`config.mk`:
```
export PLATFORM = sky130hd
export DESIGN_NAME = sorted_key_table
export DESIGN_NICKNAME = d
export VERILOG_FILES = /design/src/hdl/skt_pkg.sv /design/src/hdl/sorted_key_table.sv /design/src/hdl/skt_store.sv /design/src/hdl/skt_cmp.sv
export SDC_FILE = /design/constraint.sdc
export NUM_CORES = 2
export LEC_CHECK = 0
export BUFFER_PORTS_ARGS = -buffer_cell sky130_fd_sc_hd__buf_2
export CORE_ASPECT_RATIO = 0.5
export CORE_MARGIN = 2
export CORE_UTILIZATION = 40
export CTS_CLUSTER_DIAMETER = 150
export DETAILED_ROUTE_END_ITERATION = 10
export SKIP_CTS_REPAIR_TIMING = 1
export SLEW_MARGIN = 20
export SYNTH_ARGS = -nofsm -noshare
export SYNTH_HDL_FRONTEND = slang
export SYNTH_SLANG_ARGS = --single-unit
export TNS_END_PERCENT = 10
```
`constraint.sdc`:
```
create_clock -name clock -period 11.6 [get_ports clock]
set_input_delay 0.58 -clock clock [delete_from_list [all_inputs] [get_ports clock]]
set_output_delay 0.58 -clock clock [all_outputs]
set_load 0.01 [all_outputs]
```
`src/hdl/skt_pkg.sv`:
```
// Shared types and constants for the sorted key table.
// Used by skt_store, skt_cmp and sorted_key_table; no dependencies.
package skt_pkg;

   localparam int MAX_ENTRIES = 16;
   localparam int IDX_W       = $clog2(MAX_ENTRIES);
   localparam int CNT_W       = 5;
   localparam int KEY_W       = 32;
   localparam int VAL_W       = 64;
   localparam int KIND_W      = 2;
   localparam int STAT_W      = 2;
   localparam int REQ_DATA_W  = 104;
   localparam int RSP_DATA_W  = 112;

   localparam logic [KIND_W-1:0] KIND_FIND   = 2'd0;
   localparam logic [KIND_W-1:0] KIND_INSERT = 2'd1;
   localparam logic [KIND_W-1:0] KIND_READ   = 2'd2;

   localparam logic [STAT_W-1:0] STAT_OK    = 2'd0;
   localparam logic [STAT_W-1:0] STAT_FULL  = 2'd1;
   localparam logic [STAT_W-1:0] STAT_RANGE = 2'd2;
   localparam logic [STAT_W-1:0] STAT_END   = 2'd3;

   typedef struct packed {
      logic [VAL_W-1:0] value;
      logic [KEY_W-1:0] key;
   } entry_type;

   typedef struct packed {
      logic eq;
      logic lt;
   } cmp_res_type;

endpackage

```
`src/hdl/sorted_key_table.sv`:
```
// Sorted key table top level: sequencer, entry count and result register.
// Depends on skt_pkg, skt_store and skt_cmp.
//
// Usage:
//   req channel carries one operation per transfer: tuser is the kind
//   (find, insert, read), tdata holds key, position and value.
//   rsp channel returns exactly one result per request: tuser is the
//   status, tdata holds found, slot index, key, value and entry count.
//   One request is in flight at a time; req_tready is high only while the
//   sequencer is idle, from the cycle after the result register loads.
// Handling, from request transfer to rsp_tvalid:
//   rejected insert, out-of-range read and unknown kind go straight to
//   the result; other reads first wait on the registered memory read.
//   find: one binary search step per probe, at most five steps with a
//   full table. insert: one entry move per cycle over the single memory
//   read and write port, then the new entry is written.
// The result register frees the sequencer as soon as it is loaded; a stall
// on rsp holds the result there and holds back only the next completion.
// Reset empties the table (count to zero) and drops any pending result.
module sorted_key_table (
   input  logic                               clock,
   input  logic                               reset,
   input  logic                               req_tvalid,
   output logic                               req_tready,
   // [31:0] search_key, [36:32] position, [100:37] entry_value, rest zero
   input  logic [skt_pkg::REQ_DATA_W-1:0]     req_tdata,
   // [1:0] kind
   input  logic [skt_pkg::KIND_W-1:0]         req_tuser,
   output logic                               rsp_tvalid,
   input  logic                               rsp_tready,
   // [0] found, [5:1] slot_index, [37:6] read_key, [101:38] read_value,
   // [106:102] entry_count, rest zero
   output logic [skt_pkg::RSP_DATA_W-1:0]     rsp_tdata,
   // [1:0] status
   output logic [skt_pkg::STAT_W-1:0]         rsp_tuser
);
   import skt_pkg::*;

   localparam logic [2:0] S_IDLE      = 3'd0;
   localparam logic [2:0] S_DISPATCH  = 3'd1;
   localparam logic [2:0] S_FIND_RD   = 3'd2;
   localparam logic [2:0] S_FIND_CMP  = 3'd3;
   localparam logic [2:0] S_SHIFT     = 3'd4;
   localparam logic [2:0] S_WRITE_NEW = 3'd5;
   localparam logic [2:0] S_READ_WAIT = 3'd6;
   localparam logic [2:0] S_RESULT    = 3'd7;

   logic [2:0]        state_ff, state_in;
   logic [CNT_W-1:0]  count_ff, count_in;
   logic [CNT_W-1:0]  lo_ff, lo_in, hi_ff, hi_in, mid_ff, mid_in, ptr_ff, ptr_in;
   logic [KIND_W-1:0] kind_ff, kind_in;
   logic [KEY_W-1:0]  key_ff, key_in;
   logic [CNT_W-1:0]  pos_ff, pos_in;
   logic [VAL_W-1:0]  val_ff, val_in;

   logic [STAT_W-1:0] res_status_ff, res_status_in;
   logic              res_found_ff, res_found_in;
   logic [CNT_W-1:0]  res_slot_ff, res_slot_in;
   logic [KEY_W-1:0]  res_key_ff, res_key_in;
   logic [VAL_W-1:0]  res_val_ff, res_val_in;

   logic                  rsp_valid_ff, rsp_valid_in;
   logic [RSP_DATA_W-1:0] rsp_data_ff, rsp_data_in;
   logic [STAT_W-1:0]     rsp_user_ff, rsp_user_in;

   logic              wr_en;
   logic [IDX_W-1:0]  wr_addr, rd_addr;
   entry_type         wr_data, rd_data;
   cmp_res_type       cmp_res;

   logic [CNT_W:0]    mid_sum;
   logic [CNT_W-1:0]  mid_calc, ptr_m1, ptr_m2, count_m1;
   logic              out_free, load_rsp;

   skt_store u_store (
      .clock   (clock),
      .wr_en   (wr_en),
      .wr_addr (wr_addr),
      .wr_data (wr_data),
      .rd_addr (rd_addr),
      .rd_data (rd_data)
   );

   skt_cmp u_cmp (
      .key_a (key_ff),
      .key_b (rd_data.key),
      .res   (cmp_res)
   );

   assign req_tready = (state_ff == S_IDLE);
   assign out_free   = !rsp_valid_ff || rsp_tready;
   assign mid_sum    = {1'b0, lo_ff} + {1'b0, hi_ff};
   assign mid_calc   = mid_sum[CNT_W:1];
   assign ptr_m1     = ptr_ff - CNT_W'(1);
   assign ptr_m2     = ptr_ff - CNT_W'(2);
   assign count_m1   = count_ff - CNT_W'(1);

   always_comb begin
      state_in      = state_ff;
      count_in      = count_ff;
      lo_in         = lo_ff;
      hi_in         = hi_ff;
      mid_in        = mid_ff;
      ptr_in        = ptr_ff;
      kind_in       = kind_ff;
      key_in        = key_ff;
      pos_in        = pos_ff;
      val_in        = val_ff;
      res_status_in = res_status_ff;
      res_found_in  = res_found_ff;
      res_slot_in   = res_slot_ff;
      res_key_in    = res_key_ff;
      res_val_in    = res_val_ff;
      wr_en         = 1'b0;
      wr_addr       = '0;
      wr_data       = '{value: val_ff, key: key_ff};
      rd_addr       = '0;
      load_rsp      = 1'b0;

      case (state_ff)
         S_IDLE: begin
            if (req_tvalid) begin
               kind_in  = req_tuser;
               key_in   = req_tdata[31:0];
               pos_in   = req_tdata[36:32];
               val_in   = req_tdata[100:37];
               state_in = S_DISPATCH;
            end
         end
         S_DISPATCH: begin
            res_status_in = STAT_OK;
            res_found_in  = 1'b0;
            res_slot_in   = '0;
            res_key_in    = '0;
            res_val_in    = '0;
            case (kind_ff)
               KIND_FIND: begin
                  lo_in    = '0;
                  hi_in    = count_ff;
                  state_in = S_FIND_RD;
               end
               KIND_INSERT: begin
                  if (count_ff == CNT_W'(MAX_ENTRIES)) begin
                     res_status_in = STAT_FULL;
                     state_in      = S_RESULT;
                  end else if (pos_ff > count_ff) begin
                     res_status_in = STAT_RANGE;
                     state_in      = S_RESULT;
                  end else if (pos_ff == count_ff) begin
                     state_in = S_WRITE_NEW;
                  end else begin
                     ptr_in   = count_ff;
                     rd_addr  = count_m1[IDX_W-1:0];
                     state_in = S_SHIFT;
                  end
               end
               KIND_READ: begin
                  if (pos_ff < count_ff) begin
                     rd_addr  = pos_ff[IDX_W-1:0];
                     state_in = S_READ_WAIT;
                  end else begin
                     res_status_in = STAT_END;
                     state_in      = S_RESULT;
                  end
               end
               default: begin
                  state_in = S_RESULT;
               end
            endcase
         end
         S_FIND_RD: begin
            if (lo_ff == hi_ff) begin
               res_slot_in = lo_ff;
               state_in    = S_RESULT;
            end else begin
               mid_in   = mid_calc;
               rd_addr  = mid_calc[IDX_W-1:0];
               state_in = S_FIND_CMP;
            end
         end
         S_FIND_CMP: begin
            if (cmp_res.eq) begin
               res_found_in = 1'b1;
               res_slot_in  = mid_ff;
               state_in     = S_RESULT;
            end else if (cmp_res.lt) begin
               hi_in    = mid_ff;
               state_in = S_FIND_RD;
            end else begin
               lo_in    = mid_ff + CNT_W'(1);
               state_in = S_FIND_RD;
            end
         end
         S_SHIFT: begin
            wr_en   = 1'b1;
            wr_addr = ptr_ff[IDX_W-1:0];
            wr_data = rd_data;
            ptr_in  = ptr_m1;
            if (ptr_m1 == pos_ff) begin
               state_in = S_WRITE_NEW;
            end else begin
               rd_addr = ptr_m2[IDX_W-1:0];
            end
         end
         S_WRITE_NEW: begin
            wr_en    = 1'b1;
            wr_addr  = pos_ff[IDX_W-1:0];
            count_in = count_ff + CNT_W'(1);
            state_in = S_RESULT;
         end
         S_READ_WAIT: begin
            res_key_in = rd_data.key;
            res_val_in = rd_data.value;
            state_in   = S_RESULT;
         end
         S_RESULT: begin
            if (out_free) begin
               load_rsp = 1'b1;
               state_in = S_IDLE;
            end
         end
         default: begin
            state_in = S_IDLE;
         end
      endcase
   end

   always_comb begin
      rsp_valid_in = rsp_valid_ff;
      rsp_data_in  = rsp_data_ff;
      rsp_user_in  = rsp_user_ff;
      if (load_rsp) begin
         rsp_valid_in = 1'b1;
         rsp_user_in  = res_status_ff;
         rsp_data_in  = {5'd0, count_ff, res_val_ff, res_key_ff, res_slot_ff, res_found_ff};
      end else if (rsp_tready) begin
         rsp_valid_in = 1'b0;
      end
   end

   always_ff @(posedge clock) begin
      if (reset) begin
         state_ff     <= S_IDLE;
         count_ff     <= '0;
         rsp_valid_ff <= 1'b0;
      end else begin
         state_ff     <= state_in;
         count_ff     <= count_in;
         rsp_valid_ff <= rsp_valid_in;
      end
   end

   always_ff @(posedge clock) begin
      lo_ff         <= lo_in;
      hi_ff         <= hi_in;
      mid_ff        <= mid_in;
      ptr_ff        <= ptr_in;
      kind_ff       <= kind_in;
      key_ff        <= key_in;
      pos_ff        <= pos_in;
      val_ff        <= val_in;
      res_status_ff <= res_status_in;
      res_found_ff  <= res_found_in;
      res_slot_ff   <= res_slot_in;
      res_key_ff    <= res_key_in;
      res_val_ff    <= res_val_in;
      rsp_data_ff   <= rsp_data_in;
      rsp_user_ff   <= rsp_user_in;
   end

   assign rsp_tvalid = rsp_valid_ff;
   assign rsp_tdata  = rsp_data_ff;
   assign rsp_tuser  = rsp_user_ff;
endmodule

```
`src/hdl/skt_store.sv`:
```
// Entry memory: one write port and one registered read port.
// Depends on skt_pkg.
module skt_store (
   input  logic                          clock,
   input  logic                          wr_en,
   input  logic [skt_pkg::IDX_W-1:0]     wr_addr,
   input  skt_pkg::entry_type            wr_data,
   input  logic [skt_pkg::IDX_W-1:0]     rd_addr,
   output skt_pkg::entry_type            rd_data
);
   import skt_pkg::*;

   entry_type mem [MAX_ENTRIES];
   entry_type rd_data_ff;

   always_ff @(posedge clock) begin
      if (wr_en) begin
         mem[wr_addr] <= wr_data;
      end
      rd_data_ff <= mem[rd_addr];
   end

   assign rd_data = rd_data_ff;
endmodule

```
`src/hdl/skt_cmp.sv`:
```
// Shared key comparator used by every binary search step.
// Depends on skt_pkg.
module skt_cmp (
   input  logic [skt_pkg::KEY_W-1:0] key_a,
   input  logic [skt_pkg::KEY_W-1:0] key_b,
   output skt_pkg::cmp_res_type      res
);
   import skt_pkg::*;

   always_comb begin
      res.eq = (key_a == key_b);
      res.lt = (key_a < key_b);
   end
endmodule

```
* Yosys cells after proc, flatten, opt, wreduce, memory -nomap -nowiden *
Memory sizes are Yosys's and may differ from the RTL's. A register that Yosys moved wholly into a read port is not among the register bits.
Index checks and enable logic that the tools add are counted.
W data, S select, Z words.

storage, ports and cells
  input bits = 110
  memories kept = 1
  logic and storage cells = 127
  flip-flop bits (word level) = 345
  RAM bits = 1536
  output and inout bits = 116

cells by class
  reductions and logical operators = 19
  multiplexer cells = 52
  $lt $le $gt $ge = 3
  eq/ne operators = 27
  bitwise gates (word level) = 1
  add/sub/neg operators = 6

memory list
  memory       words  width  rd ports  clocked after Yosys merged registers in  write ports  RTL line         RTL
  u_store.mem  16     96     1         1                                        1            skt_store.sv:13  entry_type mem [MAX_ENTRIES];

operator list
  cell                   count
  $pmux W64 S2           1
  $mux W96               1
  $pmux W32 S2           1
  $mux W5                12
  $eq A32 B32 Y1         1
  $lt A32 B32 Y1         1
  $pmux W5 S2            3
  $mux W4                6
  $ne A2 B2 Y1 const B   11
  $pmux W3 S7            1
  $pmux W4 S2            2
  $eq A5 B5 Y1           3
  $mux W3                5
  $pmux W5 S3            1
  $eq A3 B3 Y1 const B   4
  $pmux W4 S3            1
  $add A5 B1 Y5 const B  2
  $mux W1                10
  $mux W2                5
  $pmux W3 S3            1
  $reduce_and A4 Y1      2
  $reduce_bool A2 Y1     4
  $add A5 B5 Y6          1
  $eq A3 B2 Y1 const B   2
  22 further kinds       27

* Longest topological paths before layout *
  word-level depth = 6
  mapped depth = 14
  gate-level depth less buffers = 10

* Hierarchy *
Synthesis repeated with hierarchy kept, for this count alone.

unflattened totals
  cells, all modules = 3371
  area total of the unflattened synthesis = 73845.8 um^2

by module, submodules not included
  module            sequential area each (um^2)  area an instance (um^2)  instances  cells an instance
  skt_store         48046.1                      59355.7                  1          2460
  sorted_key_table  10269.8                      13681.9                  1          796
  skt_cmp           0.0                          808.3                    1          115

* Worst setup path after synthesis *
No wires, ideal clock.

  kind = flip-flop to flip-flop
  from = reg state_ff[0]
  to = mem u_store.mem[12][0] (netlist name), enable pin
  path buffers = 2
  period minus slack after synthesis = 8.637 ns
  required time = 10.931 ns
  arrival time = 7.969 ns
  setup slack = 2.963 ns
  cell stages (with the launch flop) = 8
  library setup time = 0.669 ns
  path through = dfxtp_1 clkbuf_1 and3b_1 clkbuf_1 nand2_1 o21ai_0 nand2_1 nor3_1

on the way
  longest elaborated chain between the ends = 5
  elaborated cells between the ends (all ways) = 7
  classes of those cells = eq/ne (2); mux (4); reduce/logical (1)

RTL lines
  element                            RTL line                 RTL
  start, declared                    sorted_key_table.sv:48   logic [2:0] state_ff, state_in;
  start signal, assigned             sorted_key_table.sv:247  state_ff <= state_in;
  $eq A3 B3 Y1                       sorted_key_table.sv:120  case (state_ff)
  $reduce_or A2 Y1 (no source line)  n/a
  $mux W1                            sorted_key_table.sv:120
  $mux W1                            skt_store.sv:17          if (wr_en) begin
  $mux W1 (not written as such)      skt_store.sv:18          mem[wr_addr] <= wr_data;
  end, declared                      skt_store.sv:13

Parallel ways exist; a longest one is shown, timed or not.

* Worst setup path in the final report *
  from = reg state_ff[2]
  to = reg u_store.rd_data[68] (netlist name)

on the way
  longest elaborated chain between the ends = 2
  elaborated cells between the ends (all ways) = 4
  classes of those cells = eq/ne (3); mux (1)

RTL lines
  element                                     RTL line
  $eq A3 B3 Y1, or another cell as far along  sorted_key_table.sv:120
  $pmux W4 S3 (*)                             sorted_key_table.sv:120

Mark *: on every way between the ends. The rest lies on a longest branch, timed or not.
A chain may end at the register's enable or synchronous reset.

==> metrics.md <==
| Metric | Value |
|---|---|
| Status | `finished, final reports clean` |
| DR pass1 iterations | `5` |
| DR WL/cell | `24.33 µm` |
| Worst slack at placement | `5882 ps` |
| # rows | `112` |
| Final Cell Area | `0.08588 mm²` |
| Pwr Density | `265.6 mW/mm²` |
| Worst-skew pair later-pin latency | `830 ps` |
| Root buffer cell | `clkbuf_16` |
| Dpl hpwl | `approximately 94000 µm` |
| Clock Tree Buf Depth | `3` |
| Register area share after synthesis | `0.7721` |
| Die Area | `0.1925 mm²` |
| Worst-path fanout max | `212` |
| Ys async rst share | `0` |
| Worst VDD drop | `0.4456 mV` |
| Pwr Total | `between 20 and 25 mW` |
| Detail Route Antenna Nets | `0` |
| Synthesis-to-finish area growth | `13.72%` |
| Setup Viol. Count Final | `0` |
| WP data required | `around 12000 ps` |
| Critical path type | `register to register` |
| Number of I/O pins | `226` |
| P_leak | `slightly below 30 nW` |
| Share of cells above drive strength 1 | `0.1045` |
| Chip height | `311.3 µm` |
| Final Hold Fails | `0` |
| WHS | `61.13 ps` |
| Die Wd | `between 600 and 700 µm` |
| Ys Warns | `0` |
| Final wirelength | `203000 µm` |
| Average cell area after synthesis | `around 14 µm²` |
| Cells after DPL | `7912` |
| Number of global-route vias before repair | `between 40000 and 50000` |
| CTS Sinks | `1977` |
| Initial Util | `0.4037` |
| Net count, final | `roughly 5800` |
| Synthesized instance count | `5437` |
| Cell variety after synth | `70` |
| Top_reg_cell synth | `edfxtp_1` |
| Final Max Slew Viols | `0` |
| Inserted Diodes | `0` |
| Pin count of the biggest net entering global routing | `around 230` |
| Num CTS Buffers | `176` |
| Via count | `46482` |
| Clock Skew | `around 28 ps` |
| Final setup TNS | `0 ps` |
| Via-to-Cell Ratio | `5.570` |
| CTS tree | `built` |
| Initial antenna violation count | `5` |
| Slew headroom | `0.1849` |
| Input/output buffers | `around 220` |
| Initial DRC count | `6016` |
| Clock slew at reported path FFs | `70 ps` |
| Mapped cell area | `~0.076 mm²` |
| Fmax | `0.1717 GHz` |
| DRC | `0` |
| Maxcap violations | `0` |
| First-pass GRT wire length | `roughly 290000 µm` |
| Crit path time final | `approximately 5800 ps` |
| Number of synthesized flops with an enable pin | `about 1900` |
| Setup ws final | `5777 ps` |
| Routability cong. | `0.7497` |
| H-tree depth | `4` |
| RSZ-0062 raised after global routing | `no` |
| DP Area | `0.07931 mm²` |
| GRT overflow | `0` |
| Fin util | `0.4591` |
| Startpoint types | `register` |
| Worst-margin pin slew | `1223 ps` |
| Core area | `0.1871 mm²` |
| Cell Count, Final, Fillers Out | `roughly 8300` |
| Period utilization | `0.5020` |
| Worst min path class | `input pin to register` |
| CP Capture Type | `register` |
| Total GRT Usage | `0.2055` |
| Synthesized flop and latch total | `between 1500 and 2000` |
| Arr. time, crit path | `6570 ps` |
## cell type report
class,instances,area (µm²)
Fill cell,16150,101200
Inverter,46,172.7
Timing Repair Buffer,413,3069
Clock inverter,92,759.5
Tap cell,2508,3138
Clock buffer,237,4765
Multi-Input combinational cell,3072,15660
Sequential cell,1977,58320
## synthesized netlist by cell type, drive strengths merged (46+ instances only)
cell / number / share of area
edfxtp: 1872 / 0.74
and3: 97 / 0.0080
ha: 52 / 0.0086
a21oi: 409 / 0.028
nand2: 1416 / 0.070
clkbuf: 166 / 0.0083
inv: 46 / 0.0023
nor2: 47 / 0.0024
buf: 180 / 0.013
nand3: 394 / 0.026
o21ai: 146 / 0.0097
a22oi: 291 / 0.029
nand4: 104 / 0.0086
dfxtp: 105 / 0.028
## registers in the layout, summed over array words and instances (netlist names), 3 cells and up
| signal | flops |
|---|---|
| u_store.mem | 1536 |
| rsp_tdata | 107 |
| u_store.rd_data | 96 |
| res_val_ff | 64 |
| val_ff | 64 |
| key_ff | 32 |
| res_key_ff | 32 |
| count_ff | 5 |
| hi_ff | 5 |
| lo_ff | 5 |
| mid_ff | 5 |
| pos_ff | 5 |
| ptr_ff | 5 |
| res_slot_ff | 5 |
| state_ff | 3 |
## critical path, stage by stage, from the launching register on
cell     delay (ps)
dfxtp_4        1020
or3b_4          590
buf_4           390
a311o_1         490
nand3_4         670
buf_4           820
buf_12          670
nand2_1         140
a22oi_1         210
a22oi_1         140
o21ai_1         150
## cells by family (layout without fill, tap and decap cells)
logic type,Yosys count,in the layout,synth area share
and+or+nand+nor,2098,2098,0.1194
DFF,1977,1977,0.7721
AOI/OAI and AO/OA,889,889,0.07210
buffers and inverters,392,788,0.02364
adders and majority gates,53,53,0.008880
xor gates and xnor gates,21,21,0.002998
muxes,6,6,0.0007952
other,1,5,0.00004965
## routing by layer
layer | global-route usage | vias up | share of wire
met3 | 0.03188 | 295 | 0.082
li1 | - | 20566 | -
met1 | 0.2873 | 23570 | 0.42
met4 | 0.05887 | 0 | 0.024
met5 | 0 | - | 0
met2 | 0.3338 | 2051 | 0.47
## where the power goes
| part | internal [mW] | leakage, nW | switching [mW] |
|---|---|---|---|
| sequential | 9.88 | 17.9 | 0.448 |
| clock | 3.04 | 2.69 | 2.60 |
| combinational | 1.79 | 8.32 | 5.06 |
| total | 14.7 | 28.9 | 8.11 |
## cell usage in the layout (no fill, tap or decap), types with 7 or more instances in the layout
master         count
a21o_1            10
o21ai_0           43
o21ai_1          103
dfxtp_1          104
clkinv_1          44
buf_12            20
inv_1             46
nor2_4            19
nand2_1         1415
clkbuf_16        177
nor3_1             8
xnor2_1           12
clkinv_2          26
edfxtp_1        1872
buf_4             72
clkbuf_1          49
dlygate4sd3_1    103
ha_1              52
clkbuf_8          11
nand2b_1           7
a21oi_2           20
nand4_1          104
a21oi_1          387
a22oi_1          291
nand3_1          392
buf_2            217
nor2_1            28
and3_1            96
## final timing paths
path                                startpoint             endpoint  slack (ps)  cells after the start
worst min register to register  res_val_ff[37]        rsp_tdata[75]         410                      0
worst max register to register     state_ff[2]  u_store.rd_data[68]        5780                     10
worst max-delay path               state_ff[2]  u_store.rd_data[68]        5780                     10
worst min-delay path                     reset          state_ff[2]          60                      2
(Power assumes the default switching activity.)
